==> src/rtl/jdg_pkg.sv <==
package jdg_pkg;

  // Field widths of the stream ports.
  localparam int JdWidth    = 23;
  localparam int YearWidth  = 15;
  localparam int MonthWidth = 4;
  localparam int DayWidth   = 5;

  // Pipeline stages, from the input register to the result register.
  localparam int NumStages    = 6;
  localparam int StageIn      = 0;
  localparam int StageCent    = 1;
  localparam int StageCentRem = 2;
  localparam int StageQuad    = 3;
  localparam int StageQuadRem = 4;
  localparam int StageOut     = 5;

  // Calendar constants.
  localparam int unsigned JdOffset = 32044;
  localparam int unsigned QuadCent = 146097;
  localparam int unsigned QuadYear = 1461;
  localparam int unsigned YearsPerCent = 100;

  // Internal widths, sized to the largest value each one can carry.
  localparam int AWidth     = 24;  // day number plus offset
  localparam int CentNumWidth = AWidth + 2;  // 4*a + 3
  localparam int BWidth     = 8;   // centuries
  localparam int CWidth     = 16;  // days within a century
  localparam int QuadNumWidth = 18;  // 4*c + 3
  localparam int DWidth     = 7;   // years within a century
  localparam int EWidth     = 9;   // day of the year counted from March
  localparam int YBaseWidth = 15;  // 100*b + d
  localparam int YearCalcWidth = 16;

  // Division by a constant as a multiply by a rounded-up reciprocal. The shift is the
  // dividend width plus the divisor's bit length, which keeps the quotient exact.
  localparam int CentShift       = CentNumWidth + 18;
  localparam int CentRecipWidth  = 27;
  localparam logic [CentRecipWidth-1:0] CentRecip = CentRecipWidth'(
      ((64'd1 << CentShift) + 64'(QuadCent) - 64'd1) / 64'(QuadCent));
  localparam int CentProdWidth   = CentNumWidth + CentRecipWidth;

  localparam int QuadShift       = QuadNumWidth + 11;
  localparam int QuadRecipWidth  = 19;
  localparam logic [QuadRecipWidth-1:0] QuadRecip = QuadRecipWidth'(
      ((64'd1 << QuadShift) + 64'(QuadYear) - 64'd1) / 64'(QuadYear));
  localparam int QuadProdWidth   = QuadNumWidth + QuadRecipWidth;

  // First day of each month, counted from March 1 as day zero.
  localparam int MonthsPerYear = 12;
  localparam logic [MonthsPerYear-1:0][EWidth-1:0] MonthStart = {
    9'd337, 9'd306, 9'd275, 9'd245, 9'd214, 9'd184,
    9'd153, 9'd122, 9'd92,  9'd61,  9'd31,  9'd0
  };

  // Month index of January; from here on the year count moves up by one.
  localparam logic [MonthWidth-1:0] WrapMonth   = 4'd10;
  localparam logic [MonthWidth-1:0] WrapBack    = 4'd9;
  localparam logic [MonthWidth-1:0] MarchNumber = 4'd3;

  localparam logic signed [YearCalcWidth-1:0] YearRebase = 16'sd4800;
  localparam logic signed [YearCalcWidth-1:0] YearMax    = 16'sd16383;

  // Pipeline control travelling from the controller to the datapath.
  typedef struct packed {
    logic [NumStages-1:0] load;
    logic [NumStages-1:0] valid;
  } pipe_ctrl_t;

endpackage

==> src/rtl/jdg_pipe_ctrl.sv <==
module jdg_pipe_ctrl (
  input  logic               clk_i,
  input  logic               rst_ni,
  input  logic               in_valid_i,
  output logic               in_stall_o,
  output logic               out_valid_o,
  input  logic               out_stall_i,
  output jdg_pkg::pipe_ctrl_t ctrl_o
);
  import jdg_pkg::*;

  logic [NumStages-1:0] valid_q, valid_d;
  logic [NumStages:0]   ready;

  // A stage may load when it is empty or when its contents move on in this cycle.
  always_comb begin
    ready[NumStages] = ~out_stall_i;
    for (int k = NumStages - 1; k >= 0; k--) begin
      ready[k] = ~valid_q[k] | ready[k+1];
    end
  end

  // Valid bits follow the data one stage per load.
  always_comb begin
    valid_d[StageIn] = ready[StageIn] ? in_valid_i : valid_q[StageIn];
    for (int k = 1; k < NumStages; k++) begin
      valid_d[k] = ready[k] ? valid_q[k-1] : valid_q[k];
    end
  end

  always_ff @(posedge clk_i or negedge rst_ni) begin
    if (!rst_ni) begin
      valid_q <= '0;
    end else begin
      valid_q <= valid_d;
    end
  end

  assign ctrl_o.load  = ready[NumStages-1:0];
  assign ctrl_o.valid = valid_q;
  assign in_stall_o   = ~ready[StageIn];
  assign out_valid_o  = valid_q[StageOut];

endmodule

==> src/rtl/jdg_cent_split.sv <==
module jdg_cent_split (
  input  logic                         clk_i,
  input  jdg_pkg::pipe_ctrl_t          ctrl_i,
  input  logic [jdg_pkg::JdWidth-1:0]  julian_day_i,
  output logic [jdg_pkg::BWidth-1:0]   cycles_o,
  output logic [jdg_pkg::CWidth-1:0]   days_o
);
  import jdg_pkg::*;

  logic [JdWidth-1:0]       jd_q;
  logic [AWidth-1:0]        a_d, a_q;
  logic [CentNumWidth-1:0]  cent_num;
  logic [CentProdWidth-1:0] cent_prod;
  logic [BWidth-1:0]        b_d, b_q, b2_q;
  logic [CentNumWidth-1:0]  cent_base;
  logic [CWidth-1:0]        c_d, c_q;

  // Offset the day number and count whole centuries.
  always_comb begin
    a_d       = AWidth'(jd_q) + AWidth'(JdOffset);
    cent_num  = {a_d, 2'b11};
    cent_prod = cent_num * CentRecip;
    b_d       = cent_prod[CentShift +: BWidth];
  end

  // Days left over within the current century.
  always_comb begin
    cent_base = CentNumWidth'(b_q) * CentNumWidth'(QuadCent);
    c_d       = CWidth'(a_q - cent_base[CentNumWidth-1:2]);
  end

  always_ff @(posedge clk_i) begin
    if (ctrl_i.load[StageIn]) begin
      jd_q <= julian_day_i;
    end
    if (ctrl_i.load[StageCent]) begin
      a_q <= a_d;
      b_q <= b_d;
    end
    if (ctrl_i.load[StageCentRem]) begin
      b2_q <= b_q;
      c_q  <= c_d;
    end
  end

  assign cycles_o = b2_q;
  assign days_o   = c_q;

endmodule

==> src/rtl/jdg_quad_split.sv <==
module jdg_quad_split (
  input  logic                            clk_i,
  input  jdg_pkg::pipe_ctrl_t             ctrl_i,
  input  logic [jdg_pkg::BWidth-1:0]      cycles_i,
  input  logic [jdg_pkg::CWidth-1:0]      days_i,
  output logic [jdg_pkg::YBaseWidth-1:0]  year_base_o,
  output logic [jdg_pkg::EWidth-1:0]      year_day_o
);
  import jdg_pkg::*;

  logic [BWidth-1:0]        b_q;
  logic [CWidth-1:0]        c_q;
  logic [QuadNumWidth-1:0]  quad_num;
  logic [QuadProdWidth-1:0] quad_prod;
  logic [DWidth-1:0]        d_d, d_q;
  logic [QuadNumWidth-1:0]  quad_base;
  logic [EWidth-1:0]        e_d, e_q;
  logic [YBaseWidth-1:0]    ybase_d, ybase_q;

  // Count whole years within the century.
  always_comb begin
    quad_num  = {days_i, 2'b11};
    quad_prod = quad_num * QuadRecip;
    d_d       = quad_prod[QuadShift +: DWidth];
  end

  // Day of the year counted from March, and the year before the re-base.
  always_comb begin
    quad_base = QuadNumWidth'(d_q) * QuadNumWidth'(QuadYear);
    e_d       = EWidth'(c_q - quad_base[QuadNumWidth-1:2]);
    ybase_d   = YBaseWidth'(b_q) * YBaseWidth'(YearsPerCent) + YBaseWidth'(d_q);
  end

  always_ff @(posedge clk_i) begin
    if (ctrl_i.load[StageQuad]) begin
      b_q <= cycles_i;
      c_q <= days_i;
      d_q <= d_d;
    end
    if (ctrl_i.load[StageQuadRem]) begin
      e_q     <= e_d;
      ybase_q <= ybase_d;
    end
  end

  assign year_base_o = ybase_q;
  assign year_day_o  = e_q;

endmodule

==> src/rtl/jdg_date_fmt.sv <==
module jdg_date_fmt (
  input  logic                                clk_i,
  input  jdg_pkg::pipe_ctrl_t                 ctrl_i,
  input  logic                                allow_year_zero_i,
  input  logic [jdg_pkg::YBaseWidth-1:0]      year_base_i,
  input  logic [jdg_pkg::EWidth-1:0]          year_day_i,
  output logic signed [jdg_pkg::YearWidth-1:0] year_o,
  output logic [jdg_pkg::MonthWidth-1:0]      month_o,
  output logic [jdg_pkg::DayWidth-1:0]        day_of_month_o
);
  import jdg_pkg::*;

  logic [MonthWidth-1:0]           month_idx;
  logic                            wrap;
  logic [EWidth-1:0]               day_full;
  logic signed [YearCalcWidth-1:0] year_full;
  logic signed [YearWidth-1:0]     year_d, year_q;
  logic [MonthWidth-1:0]           month_d, month_q;
  logic [DayWidth-1:0]             day_d, day_q;

  // Month index from March: the last month whose first day is not past the day.
  always_comb begin
    month_idx = '0;
    for (int k = 1; k < MonthsPerYear; k++) begin
      if (year_day_i >= MonthStart[k]) begin
        month_idx = MonthWidth'(k);
      end
    end
  end

  // Calendar month and day; January and February belong to the next year.
  always_comb begin
    wrap     = (month_idx >= WrapMonth);
    month_d  = wrap ? (month_idx - WrapBack) : (month_idx + MarchNumber);
    day_full = year_day_i - MonthStart[month_idx] + EWidth'(1);
    day_d    = day_full[DayWidth-1:0];
  end

  // Re-base the year, skip year zero when asked, and clip at the field's top.
  always_comb begin
    year_full = signed'({1'b0, year_base_i + YBaseWidth'(wrap)}) - YearRebase;
    if (!allow_year_zero_i && (year_full < 16'sd1)) begin
      year_full = year_full - 16'sd1;
    end
    if (year_full > YearMax) begin
      year_full = YearMax;
    end
    year_d = year_full[YearWidth-1:0];
  end

  always_ff @(posedge clk_i) begin
    if (ctrl_i.load[StageOut]) begin
      year_q  <= year_d;
      month_q <= month_d;
      day_q   <= day_d;
    end
  end

  assign year_o         = year_q;
  assign month_o        = month_q;
  assign day_of_month_o = day_q;

endmodule

==> src/rtl/julian_day_to_gregorian_date_top.sv <==
// Julian day number to proleptic Gregorian date converter.
//
// Input channel: julian_day_i with in_valid_i / in_stall_o. A beat is taken at a
// rising edge where in_valid_i is high and in_stall_o is low.
// Output channel: year_o (two's complement, negative is BC), month_o and
// day_of_month_o with out_valid_o / out_stall_i. Every input beat gives one output beat.
// Configuration: cfg_we_i writes cfg_wdata_i into allow_year_zero; 1 keeps year zero,
// 0 numbers the years before 1 AD as -1, -2 and so on. Write it only while idle.
//
// Pipeline: six register stages. Throughput is one beat per cycle while out_stall_i
// is low, set by the six-stage pipeline whose two constant-reciprocal multipliers
// each sit in a stage of their own.
// When the receiver stalls, the result register holds and the stages behind it keep
// filling their empty slots; in_stall_o rises only once every stage is occupied.
// Reset clears all valid bits and sets allow_year_zero to 0; no clearing pass runs.
module julian_day_to_gregorian_date_top (
  input  logic                                  clk_i,
  input  logic                                  rst_ni,
  input  logic                                  cfg_we_i,
  input  logic                                  cfg_wdata_i,
  input  logic [jdg_pkg::JdWidth-1:0]           julian_day_i,
  input  logic                                  in_valid_i,
  output logic                                  in_stall_o,
  output logic signed [jdg_pkg::YearWidth-1:0]  year_o,
  output logic [jdg_pkg::MonthWidth-1:0]        month_o,
  output logic [jdg_pkg::DayWidth-1:0]          day_of_month_o,
  output logic                                  out_valid_o,
  input  logic                                  out_stall_i
);
  import jdg_pkg::*;

  pipe_ctrl_t            pipe_ctrl;
  logic                  allow_year_zero_q;
  logic [BWidth-1:0]     cycles;
  logic [CWidth-1:0]     days;
  logic [YBaseWidth-1:0] year_base;
  logic [EWidth-1:0]     year_day;

  // Configuration register.
  always_ff @(posedge clk_i or negedge rst_ni) begin
    if (!rst_ni) begin
      allow_year_zero_q <= 1'b0;
    end else if (cfg_we_i) begin
      allow_year_zero_q <= cfg_wdata_i;
    end
  end

  jdg_pipe_ctrl u_ctrl (
    .clk_i       (clk_i),
    .rst_ni      (rst_ni),
    .in_valid_i  (in_valid_i),
    .in_stall_o  (in_stall_o),
    .out_valid_o (out_valid_o),
    .out_stall_i (out_stall_i),
    .ctrl_o      (pipe_ctrl)
  );

  jdg_cent_split u_cent (
    .clk_i        (clk_i),
    .ctrl_i       (pipe_ctrl),
    .julian_day_i (julian_day_i),
    .cycles_o     (cycles),
    .days_o       (days)
  );

  jdg_quad_split u_quad (
    .clk_i       (clk_i),
    .ctrl_i      (pipe_ctrl),
    .cycles_i    (cycles),
    .days_i      (days),
    .year_base_o (year_base),
    .year_day_o  (year_day)
  );

  jdg_date_fmt u_fmt (
    .clk_i             (clk_i),
    .ctrl_i            (pipe_ctrl),
    .allow_year_zero_i (allow_year_zero_q),
    .year_base_i       (year_base),
    .year_day_i        (year_day),
    .year_o            (year_o),
    .month_o           (month_o),
    .day_of_month_o    (day_of_month_o)
  );

  // The input side stalls only when the whole pipeline is full.
  assert property (@(posedge clk_i) disable iff (!rst_ni)
      in_stall_o |-> (&pipe_ctrl.valid))
    else $error("input stalled while a pipeline stage was empty");

  // Month and day come out of the month table in range.
  assert property (@(posedge clk_i) disable iff (!rst_ni)
      out_valid_o |-> (month_o >= 4'd1) && (month_o <= 4'd12) && (day_of_month_o != 5'd0))
    else $error("month or day out of range");

  // Without year zero, no result carries year zero.
  assert property (@(posedge clk_i) disable iff (!rst_ni)
      (out_valid_o && !allow_year_zero_q) |-> (year_o != 15'sd0))
    else $error("year zero produced while year zero is skipped");

  // An accepted beat with no stall on the way shows up once it has passed every stage.
  assert property (@(posedge clk_i) disable iff (!rst_ni)
      (in_valid_i && !in_stall_o) ##1 !out_stall_i ##1 !out_stall_i ##1 !out_stall_i
        ##1 !out_stall_i ##1 !out_stall_i |=> out_valid_o)
    else $error("result missing after an unstalled pass");

endmodule
==> config.mk <==
export PLATFORM = sky130hd
export DESIGN_NAME = julian_day_to_gregorian_date_top
export DESIGN_NICKNAME = d
export VERILOG_FILES = /design/src/rtl/jdg_pkg.sv /design/src/rtl/jdg_pipe_ctrl.sv /design/src/rtl/jdg_cent_split.sv /design/src/rtl/jdg_quad_split.sv /design/src/rtl/jdg_date_fmt.sv /design/src/rtl/julian_day_to_gregorian_date_top.sv
export SDC_FILE = /design/constraint.sdc
export NUM_CORES = 1
export LEC_CHECK = 0
export BUFFER_PORTS_ARGS = -buffer_cell sky130_fd_sc_hd__buf_2
export CAP_MARGIN = 10
export CORE_UTILIZATION = 25
export CTS_BUF_LIST = sky130_fd_sc_hd__clkbuf_4
export CTS_CLUSTER_SIZE = 40
export DETAILED_ROUTE_END_ITERATION = 8
export PLACE_DENSITY = 0.36
export RECOVER_POWER = 25
export SETUP_SLACK_MARGIN = 0.15
export SLEW_MARGIN = 40
export SYNTH_ARGS = -nofsm -noshare
export SYNTH_HDL_FRONTEND = slang
export SYNTH_SLANG_ARGS = --single-unit
==> constraint.sdc <==
create_clock -name clk_i -period 12.8 [get_ports clk_i]
set_clock_uncertainty 0.15 [all_clocks]
set_input_delay 1.28 -clock clk_i [delete_from_list [all_inputs] [get_ports clk_i]]
set_output_delay 1.28 -clock clk_i [all_outputs]
set_load 0.01 [all_outputs]
[After elaboration in Yosys (flattened, before gate mapping)]
Memories as Yosys holds them, arrays and structs flattened.
Index checks and enable logic that the tools add are counted.
Cells by class
  reduce and logical (&&, ||, !) cells: 2
  add/sub/neg operators: 11
  multiply operators: 5
  mux-type cells: 14
  $lt $le $gt $ge: 15
  bitwise gates (word level): 14
Operators by type and width (number)
  26-bit by 24-bit multiplier with 49-bit output, second input constant: 1
  9-bit by 8-bit greater-or-equal comparator with 1-bit output, second input constant: 4
  18-bit by 19-bit multiplier with 36-bit output, second input constant: 1
  9-bit greater-or-equal comparator, second input constant: 3
  23-bit by 15-bit adder with 24-bit output, second input constant: 1
  4-bit 2-to-1 mux: 5
  9-bit by 7-bit greater-or-equal comparator with 1-bit output, second input constant: 2
  8-bit by 18-bit multiplier with 18-bit output, second input constant: 1
  16-bit by 15-bit > comparator with 1-bit output, second input constant: 1
  16-bit by 2-bit < comparator with 1-bit output, second input constant: 1
  16-bit 2-to-1 mux: 1
  15-bit by 13-bit subtractor with 16-bit output, second input constant: 1
  16-bit subtractor: 1
  16-bit by 2-bit subtractor with 16-bit output, second input constant: 1
  15-bit by 1-bit adder with 15-bit output: 1
  15-bit by 7-bit adder with 15-bit output: 1
  8-bit by 5-bit multiplier with 13-bit output, second input constant: 1
  3-bit 2-to-1 mux: 4
  7-bit by 11-bit multiplier with 11-bit output, second input constant: 1
  9-bit by 5-bit greater-or-equal comparator with 1-bit output, second input constant: 1
  9-bit by 6-bit greater-or-equal comparator with 1-bit output, second input constant: 1
  9-bit subtractor: 1
  1-bit inverter: 8
  1-bit bitwise OR: 6
  other kinds (11): 12
Word-level totals
  logic and storage cells: 82
  output and inout bits: 26
  flip-flop bits (word level): 150
  ROM bits: 144
  bits of input ports: 29
  memories: 1
Memories
  (name not given): depth 16, width 9, read ports 1, clocked after memory_dff 0, write ports 0, RTL line jdg_date_fmt.sv:35  | day_full = year_day_i - MonthStart[month_idx] + EWidth'(1);

[Depth between registers and ports, before layout]
Gate-level depths: netlist of run 1.
  depth after elaboration: 19
  gate-level depth with buffers: 32
  depth with buffers taken out: 32

[Hierarchy]
From an unflattened synthesis of run 1, not the netlist that was laid out.
Second synthesis, totals
  cells, all modules: 2630
  area, all modules: 26625.5 um2
Modules (own cells, without submodules)
  jdg_cent_split: instances 1, cells each 1415, area each 14560.2 um2
  jdg_quad_split: instances 1, cells each 844, area each 8827.2 um2
  jdg_date_fmt: instances 1, cells each 347, area each 2947.8 um2
  jdg_pipe_ctrl: instances 1, cells each 22, area each 250.2 um2
  julian_day_to_gregorian_date_top: instances 1, cells each 2, area each 40.0 um2

[Worst setup path before layout of run 1]
No wires, ideal clock.
  path kind: register to register
  start: reg u_cent.jd_q[2]
  end: reg u_cent.b_q[7] (data pin)
  path buffers: 0
  cell stages (with the launch flop): 31
  path slack: 4808 ps
  arrival: 7583 ps
  required time: 12390 ps
  cells stage by stage: edfxtp_1 -> inv_1 -> ha_1 -> inv_1 -> a21oi_1 -> nand3b_1 -> inv_1 -> o21ai_0 -> nand2_1 -> nor2_1 -> nor2_1 -> xor2_1 -> ha_1 -> fa_1 -> ha_1 -> inv_1 -> fa_1 -> fa_1 -> fa_1 -> inv_1 -> fa_1 -> ha_1 -> a2111oi_0 -> o211a_1 -> nor3_1 -> a211o_1 -> a21o_1 -> a211oi_1 -> a21oi_1 -> a21oi_1 -> xnor2_1
Between the ends
  word-level cells in the longest chain between the ends: 2
Ends and longest elaborated chain
  from (decl): RTL line jdg_cent_split.sv:10  | logic [JdWidth-1:0] jd_q;
  from (signal assigned): RTL line jdg_cent_split.sv:34  | jd_q <= julian_day_i;
  23-bit by 15-bit adder with 24-bit output: RTL line jdg_cent_split.sv:20  | a_d = AWidth'(jd_q) + AWidth'(JdOffset);
  net u_cent.a_d[2]: RTL line jdg_cent_split.sv:11  | logic [AWidth-1:0] a_d, a_q;
  26-bit by 24-bit multiplier with 49-bit output: RTL line jdg_cent_split.sv:22  | cent_prod = cent_num * CentRecip;
  net u_cent.cent_prod[51]: RTL line jdg_cent_split.sv:13  | logic [CentProdWidth-1:0] cent_prod;
  to (signal assigned): RTL line jdg_cent_split.sv:38  | b_q <= b_d;
  to (decl): RTL line jdg_cent_split.sv:14  | logic [BWidth-1:0] b_d, b_q, b2_q;
The timed path passes the listed nets, and every way through them passes these cells.
A chain may end at the register's enable or synchronous reset.

[Final worst setup path of run 1]
Same ends and word-level chain as after synthesis.

==> results of run 1 <==
==> metrics by stage <==
| stage | hold WS, ns | area [sq um] |
|---|---|---|
| final | 0.2574 | 26940 |
| after global routing | 0.1687 | 26940 |
| after CTS | 0.07396 | 26920 |
| after detailed placement | 0.2556 | 26630 |
| after global placement | 0.2502 | 26580 |
| after floorplan | 0.2503 | 24730 |
==> layer usage <==
layer  global-route usage  vias to the layer above  part of all wire  wire (um)
met5                    0                        -                 0          0
met4              0.02480                        0             0.012        711
met3              0.01838                       41             0.024       1413
met2               0.2171                      150              0.49      29140
met1               0.1716                     7493              0.48      28640
li1                     -                     7492                 -          -
==> cell families (layout without fill, tap and decap cells) <==
group | count (synthesis) | in the layout
compound gates | 222 | 222
simple gates | 274 | 274
xor+xnor | 153 | 153
flops | 150 | 150
other cells | 0 | 5
mux | 3 | 3
buf+inv | 623 | 699
fa+ha+maj | 869 | 869
==> cells in the mapped netlist, types with 3 or more instances <==
cell	n
a211o_1	3
a211oi_1	5
a21boi_0	4
a21boi_1	3
a21o_1	26
a21oi_1	72
a31oi_1	12
and2_1	5
and3_1	11
and4_1	4
buf_2	9
clkbuf_1	6
dfrtp_1	7
edfxtp_1	143
fa_1	377
ha_1	492
inv_1	607
nand2_1	60
nand2b_1	16
nand3_1	30
nand3b_1	6
nand4_1	11
nor2_1	61
nor2b_1	13
nor3_1	29
nor4_1	7
nor4b_1	3
o211ai_1	4
o21a_1	10
o21ai_0	40
o21bai_1	15
o22ai_1	4
o31a_1	4
o31ai_1	3
or2_2	7
xnor2_1	107
xor2_1	46
==> critical path, delay by kind of cell, from the launching register on <==
kind	cells	cell delay (ns)
fa+ha+maj	9	4.11
compound gates	9	2.71
simple gates	5	0.75
buf+inv	5	0.54
xor+xnor	2	0.53
flops	1	0.48
==> layout make-up <==
cell class / count / area, sq um / share of cell area
tap: 1276 / 1597 / 0.05926
antenna: 5 / 12.51 / 0.0004644
inverter: 607 / 2278 / 0.08457
clock inverter: 13 / 143.9 / 0.005341
sequential: 150 / 4469 / 0.1659
timing repair buffer: 60 / 305.3 / 0.01133
multi-input combinational: 1521 / 17990 / 0.6679
clock buffer: 19 / 142.6 / 0.005294
==> final timing paths <==
path | cells past startpoint | slack [ns] | to
worst max-delay path | 30 | 3.24 | u_cent.b_q[7]
worst min-delay path | 1 | 0.26 | allow_year_zero_q
worst max register to register | 30 | 3.24 | u_cent.b_q[7]
worst min register to register | 0 | 0.28 | u_quad.b_q[0]
max in group asynchronous | 1 | 11.98 | u_ctrl.valid_q[3]
min in group clk_i | 0 | 0.28 | u_quad.b_q[0]
==> sequential cells by signal, summed over array words and instances (netlist names), 7 cells and up <==
register,flops
u_quad.year_base_o,15
u_quad.c_q,9
u_cent.cycles_o,8
u_cent.jd_q,23
u_cent.days_o,16
u_cent.b_q,8
u_fmt.year_o,15
u_quad.b_q,8
u_quad.year_day_o,9
u_cent.a_q,16
u_quad.d_q,7
==> metrics.txt, run 1 <==
via/cell ratio 4.157; Post-CTS Setup Inserts 0; Worst path max stage delay 0.57 ns; final WL 59,900 um; TritonCTS buffer count 17; Crit Path Class register to register; TritonRoute pass-1 iters 5; vias in the first global route 16,820; RSZ-0062 raised after global routing false; hold_buf cts 0; final setup vio count 0; Final Slew Violations 0; syn nets between 3,000 and 4,000; leading area contributor after synthesis fa_1; most frequent cells in the layout inv_1 (605), ha_1 (492), fa_1 (377); CTS max path bufs 2; largest net degree at the start of global routing 26; register area share after synthesis 0.1808; Startpoint Class register; Syn Std Cell Area 24,720 sq um; status finished, final reports clean; Boundary Pins 55; routed vias 15,180; Crit. End Element register; DR iter-0 viols 473; post-layout util 0.2770; worst-margin pin slew roughly 1.1 ns; H-tree levels 4; Post-CTS Resized 0; Synth cell types 65; PortBufs 54; drt drc 0; Mapped Cells 2,294; CORE AREA 97,280 sq um; Setup TNS 0 ns; setup ws final roughly 3.2 ns; Max Fclk 0.1046 GHz; pre-CTS setup slack 3.265 ns; routability congestion estimate 0.8281; clock tree from TritonCTS built; wire per inst between 15 and 20 um; initial core utilization 0.2542; period utilization 0.7467; post-detailed-route count of antenna-violating nets 0; compound-gate portion of the synthesized area 0.05713; Synth async-reset ratio 0.04667; CTS Sinks 150; Post-Synthesis Mean Instance Area 10.78 sq um; placed cell count around 3,600; Critical Path RT approximately 13 ns; Clk Latency, worst-skew pair around 0.74 ns; synth top area cells fa_1 (31%), ha_1 (25%), edfxtp_1 (17%); most common cell after layout, fill and taps aside inv_1; Simple-Gate Fraction of Synth Area 0.05739; Top FF cell, synth edfxtp_1; top cell type's share of synthesized area 0.3052; fillers just over 10,000; synthesized-area fraction occupied by adder cells 0.5542; Synth Area in XOR/XNOR 0.05420; Post-DP HPWL 52,990 um; CTS Root Cell clkbuf_4; YS warnings 0; Non-Filler Instances about 3,700; clock slew at reported path FFs roughly 0.15 ns; die footprint 100,200 sq um; #FFs+latches synth 150; row count roughly 110; largest family of logic cells by synthesized area adder cells; first-pass GRT wire length 96,150 um; Post-synth EDFFs approximately 140; final worst path period need 9.558 ns; GRT Residual Overflow 0; FF-to-FF Start u_cent.jd_q[2]; chip height 316.5 um; Final nets between 3,000 and 4,000; slowest CP cell fa_1; max_cap viols 0; Die Wd 316.5 um; Area Growth Syn to Fin 8.967%; Hold WC Path Type input port to asynchronous set/reset pin; slew margin rel. 0.2438; Crit. Startpoint u_cent.jd_q[2]; total global-route track usage 0.1275; Worst Path Arrival 9.88 ns; initial antenna violation count 2; Hold Fails Final Rpt 0; mux share of post-synthesis cell area 0.001265; Critical Path Fanout Max 6; layout cells sized above 1 0.04937
Power of run 1 is not shown: default switching activity piles up to over one toggle a cycle in this logic, so the estimate is an artifact.
==> run 2: changes to the inputs <==
--- a/config.mk
+++ b/config.mk
@@ -11,7 +11,7 @@
 export CTS_BUF_LIST = sky130_fd_sc_hd__clkbuf_4
 export CTS_CLUSTER_SIZE = 40
 export DETAILED_ROUTE_END_ITERATION = 8
-export PLACE_DENSITY = 0.36
+export PLACE_DENSITY = 0.37
 export RECOVER_POWER = 25
 export SETUP_SLACK_MARGIN = 0.15
 export SLEW_MARGIN = 40
==> constraint.sdc (replaced) <==
create_clock -name clk_i -period 8.2 [get_ports clk_i]
set_clock_uncertainty 0.15 [all_clocks]
set_input_delay 0.82 -clock clk_i [delete_from_list [all_inputs] [get_ports clk_i]]
set_output_delay 0.82 -clock clk_i [all_outputs]
set_load 0.01 [all_outputs]
==> metrics.txt, run 2 (synthesis results as in run 1) <==
layout cells sized above 1 0.07787 (+0.02851); worst-margin pin slew 1.195 ns (+0.06332 ns); CTS max path bufs 2 (unchanged); Top reg by flops u_cent.jd_q; final setup vio count 0 (unchanged); max_cap viols 0 (unchanged); global route hottest layer met2; routability congestion estimate 0.8211 (-0.85%); status finished, final reports clean; hold_sp julian_day_i[20]; max reg flops 23 (unchanged); post-detailed-route count of antenna-violating nets 0 (unchanged); Final Slew Violations 0 (unchanged); Setup TNS 0 ns (unchanged); flip-flop and latch area 4469 sq um (unchanged); slew margin rel. 0.2014 (-0.04232); GRT Residual Overflow 0 (unchanged); Final nets 3,312 (+1.8%); Hold Crit Depth 1; PortBufs 54 (unchanged); met3 GRT Util 0.01936 (+0.0009810); Area Growth Syn to Fin 11.04%; TritonCTS buffer count 17 (unchanged); Hold EP u_cent.jd_q[20]; CTS Root Cell clkbuf_4; most frequent cells in the layout inv_1 (603), ha_1 (486), fa_1 (375); Hold Fails Final Rpt 0 (unchanged); multi-input logic area 18,080 sq um (+0.46%); Crit. End Element register; Worst path max stage delay 0.55 ns (-0.02 ns); slowest CP cell fa_1; clock tree from TritonCTS built; Die Wd 316.5 um (unchanged); most common cell after layout, fill and taps aside inv_1; vias in the first global route 17,250 (+2.6%); first-pass GRT wire length 96,020 um (-0.14%); Hold WC Path Type input port to register; RSZ-0062 raised after global routing true; Critical Path Fanout Max 4 (-2); initial antenna violation count 3 (+1); via/cell ratio 4.129 (-0.67%); wire per inst 16.17 um (-1.5%); DR iter-0 viols 407 (-14%); Worst Path Arrival 8.03 ns (-1.85 ns); grt met2 use 0.2239 (+0.006798); register-to-register setup slack 0.51 ns (-2.74 ns); H-tree levels 4 (unchanged); Startpoint Class register; fillers 10,220 (-0.79%); Post-DP HPWL 53,150 um (+0.30%); final WL 59,930 um (about the same); CTS Sinks 150 (unchanged); Boundary Pins 55 (unchanged); clock slew at reported path FFs 0.16 ns (about the same); routed vias 15,310 (+0.86%); cell mode on critical path fa_1; Crit Path Class register to register; Clk Latency, worst-skew pair 0.73 ns (about the same); drt drc 0 (unchanged); Reg-to-Reg End u_cent.b_q[5]; Max Fclk 0.1300 GHz (+24%); period utilization 0.9383 (+0.1916); TritonRoute pass-1 iters 4 (-1); total global-route track usage 0.1268 (-0.0007099); FF-to-FF Start u_cent.jd_q[2]; chip height 316.5 um (unchanged); die footprint 100,200 sq um (unchanged); largest net degree at the start of global routing 26 (unchanged); Critical Path RT 8.54 ns (-4.58 ns); worst reg2reg path depth 29 (-3.3%); M1 GR Usage 0.1619 (-0.009628); final worst path period need 7.694 ns (-1.864 ns); CORE AREA 97,280 sq um (unchanged); row count 114 (unchanged); initial core utilization 0.2542 (unchanged)
run 2: area by class of cell:
cell class	count	area share
clock inverters	15	0.005241
repair buffers	117	0.02698
diodes	4	0.0003646
flip-flops and latches	150	0.1628
inverters	607	0.08340
well taps	1276	0.05815
clock buffers	17	0.004649
multi-input cells	1521	0.6584
run 2: worst max-delay path, delay by kind of cell (launching register included):
| kind | cells | cell delay (ns) |
|---|---|---|
| fa+ha+maj | 8 | 3.46 |
| compound gates | 8 | 1.80 |
| simple gates | 6 | 0.98 |
| buf+inv | 5 | 0.45 |
| flops | 1 | 0.40 |
| xor+xnor | 2 | 0.23 |
run 2: metrics by stage:
step / hold slack, ns / util / area, sq um / setup slack [ns] / cells
3_5_place_dp: 0.2556 / 0.2762 / 26870 / 0.03677 / 3651
6_report: 0.1113 / 0.2822 / 27450 / 0.5059 / 3707
5_1_grt: 0.04212 / 0.2822 / 27450 / 0.1222 / 3705
2_1_floorplan: 0.2503 / - / 24730 / 0.2075 / 2294
3_3_place_gp: 0.2504 / 0.2761 / 26850 / 0.03313 / 3651
4_1_cts: 0.001739 / 0.2802 / 27260 / 0.1956 / 3695
run 2: worst max path at each step:
stage                               from       endpoint  cells past startpoint
after global placement    u_cent.jd_q[2]  u_cent.b_q[5]                     30
after global routing      u_cent.jd_q[2]  u_cent.b_q[5]                     31
after floorplan           u_cent.jd_q[2]  u_cent.b_q[7]                     30
final                     u_cent.jd_q[2]  u_cent.b_q[5]                     29
after CTS                 u_cent.jd_q[2]  u_cent.b_q[7]                     30
after detailed placement  u_cent.jd_q[2]  u_cent.b_q[5]                     31
run 2: what timing repair did:
| action | CTS | global route |
|---|---|---|
| gates resized for setup | 6 | 32 |
| hold buffers | 5 | 0 |
| endpoints found under the setup margin | 3 | 6 |
| endpoints found under the hold margin | 11 | 0 |
| pin swaps | 1 | 10 |
| setup buffers | 7 | 8 |
run 2: routing by layer:
| layer | vias up | wire, um |
|---|---|---|
| li1 | 7611 | - |
| met1 | 7505 | 27880 |
| met2 | 155 | 29720 |
| met3 | 35 | 1526 |
| met4 | 0 | 800 |
| met5 | - | 0 |
Power of run 2 is left out for the same reason.
==> run 3: changes to the inputs <==
--- a/config.mk
+++ b/config.mk
@@ -8,9 +8,9 @@
 export BUFFER_PORTS_ARGS = -buffer_cell sky130_fd_sc_hd__buf_2
 export CAP_MARGIN = 10
 export CORE_UTILIZATION = 25
-export CTS_BUF_LIST = sky130_fd_sc_hd__clkbuf_4
 export CTS_CLUSTER_SIZE = 40
 export DETAILED_ROUTE_END_ITERATION = 8
+export HOLD_SLACK_MARGIN = 0.12
 export PLACE_DENSITY = 0.37
 export RECOVER_POWER = 25
 export SETUP_SLACK_MARGIN = 0.15
==> metrics.txt, run 3 (synthesis results as in run 1) <==
Max Fclk 0.1310 GHz (+0.83%); Startpoint Class register; Hold Fails Final Rpt 0 (unchanged); die footprint 100,200 sq um (unchanged); CTS max path bufs 2 (unchanged); max reg flops 23 (unchanged); layout cells sized above 1 0.08045 (+0.002572); max_cap viols 0 (unchanged); most frequent cells in the layout inv_1 (603), ha_1 (484), fa_1 (374); RSZ-0062 raised after global routing false; Clk Latency, worst-skew pair 0.48 ns (-0.25 ns); Area Growth Syn to Fin 12.21%; TritonCTS buffer count 17 (unchanged); Crit. End Element register; clock tree from TritonCTS built; most common cell after layout, fill and taps aside inv_1; Post-Layout Inst Area 27,740 sq um (+1.1%); Top reg by flops u_cent.jd_q; routed vias 15,270 (-0.22%); Worst path max stage delay 0.53 ns (-0.02 ns); Setup TNS 0 ns (unchanged); final worst path period need 7.631 ns (-0.06315 ns); initial antenna violation count 1 (-2); H-tree levels 4 (unchanged); Crit. Startpoint u_cent.jd_q[2]; Die Wd 316.5 um (unchanged); CORE AREA 97,280 sq um (unchanged); TritonRoute pass-1 iters 4 (unchanged); final WL 59,970 um (about the same); DR iter-0 viols 417 (+2.5%); fillers 10,180 (-0.35%); wire per inst 16.20 um (+0.22%); Post-Place Cell Area 26,870 sq um (unchanged); Critical Path Fanout Max 4 (unchanged); FF-to-FF Start u_cent.jd_q[2]; drt drc 0 (unchanged); Crit Path Class register to register; Worst Path Arrival 7.72 ns (-0.31 ns); CTS Sinks 150 (unchanged); GRT Residual Overflow 0 (unchanged); Post-DP HPWL 53,150 um (unchanged); post-detailed-route count of antenna-violating nets 0 (unchanged); Hold WC Path Type register to register; hold_sp u_cent.cycles_o[1]; post-layout util 0.2852 (+0.002984); initial core utilization 0.2542 (unchanged); Final Slew Violations 0 (unchanged); status finished, final reports clean; Final nets 3,309 (-0.091%); Critical Path RT 8.29 ns (-0.25 ns); largest net degree at the start of global routing 26 (unchanged); slew margin rel. 0.2014 (about the same); routability congestion estimate 0.8211 (unchanged); PortBufs 54 (unchanged); period utilization 0.9306 (-0.007701); clock slew at reported path FFs 0.07 ns (-0.09 ns); chip height 316.5 um (unchanged); vias in the first global route 17,230 (-0.099%); first-pass GRT wire length 96,190 um (+0.17%); CTS Root Cell clkbuf_16; row count 114 (unchanged); final setup vio count 0 (unchanged); worst-margin pin slew 1.195 ns (+0.00008884 ns); via/cell ratio 4.127 (about the same); Boundary Pins 55 (unchanged); total global-route track usage 0.1269 (+0.0001549); slowest CP cell fa_1
-- run 3: metrics by stage --
step	setup WS, ns	hold WS, ns	instances
floorplan	0.2075	0.2503	2294
global placement	0.03313	0.2504	3651
detailed placement	0.03677	0.2556	3651
CTS	0.1927	0.2710	3691
global route	0.1492	0.2902	3700
finish	0.5691	0.2730	3701
-- run 3: per-layer routing --
| metal | vias up | wire, um | global-route usage |
|---|---|---|---|
| met5 | - | 0 | 0 |
| met4 | 0 | 736 | 0.02546 |
| met3 | 32 | 1516 | 0.02060 |
| met2 | 131 | 29780 | 0.2241 |
| met1 | 7502 | 27930 | 0.1625 |
| li1 | 7608 | - | - |
-- run 3: cell type report --
class / count / area (sq um) / share of cell area
Multi-Input combinational cell: 1521 / 18090 / 0.6522
Sequential cell: 150 / 4469 / 0.1611
Inverter: 607 / 2290 / 0.08253
Tap cell: 1276 / 1597 / 0.05754
Timing Repair Buffer: 114 / 708.2 / 0.02553
Clock buffer: 20 / 478.0 / 0.01723
Clock inverter: 12 / 106.4 / 0.003833
Antenna cell: 1 / 2.502 / 0.00009020
-- run 3: timing repair --
item,CTS,global route
buffers inserted,7,9
endpoints found under the setup margin,3,6
resized for setup,6,35
hold endpoints to repair,7,0
hold buffers,1,0
pin swaps,1,12
-- run 3: final timing paths --
check                               endpoint  depth (start not counted)  slack (ns)
setup / recovery               u_cent.b_q[5]                         30        0.57
hold / removal                 u_quad.b_q[1]                          0        0.27
setup reg to reg               u_cent.b_q[5]                         30        0.57
hold reg to reg                u_quad.b_q[1]                          0        0.27
max in group asynchronous  u_ctrl.valid_q[3]                          2        7.00
min in group asynchronous  u_ctrl.valid_q[5]                          2        0.62
-- run 3: worst max-delay path, delay by kind of cell (launching register included) --
| kind | cells | cell delay, ns |
|---|---|---|
| flops | 1 | 0.38 |
| xor+xnor | 2 | 0.24 |
| buf+inv | 7 | 0.55 |
| fa+ha+maj | 8 | 3.39 |
| compound gates | 8 | 1.86 |
| simple gates | 5 | 0.80 |
Power of run 3 is left out for the same reason.
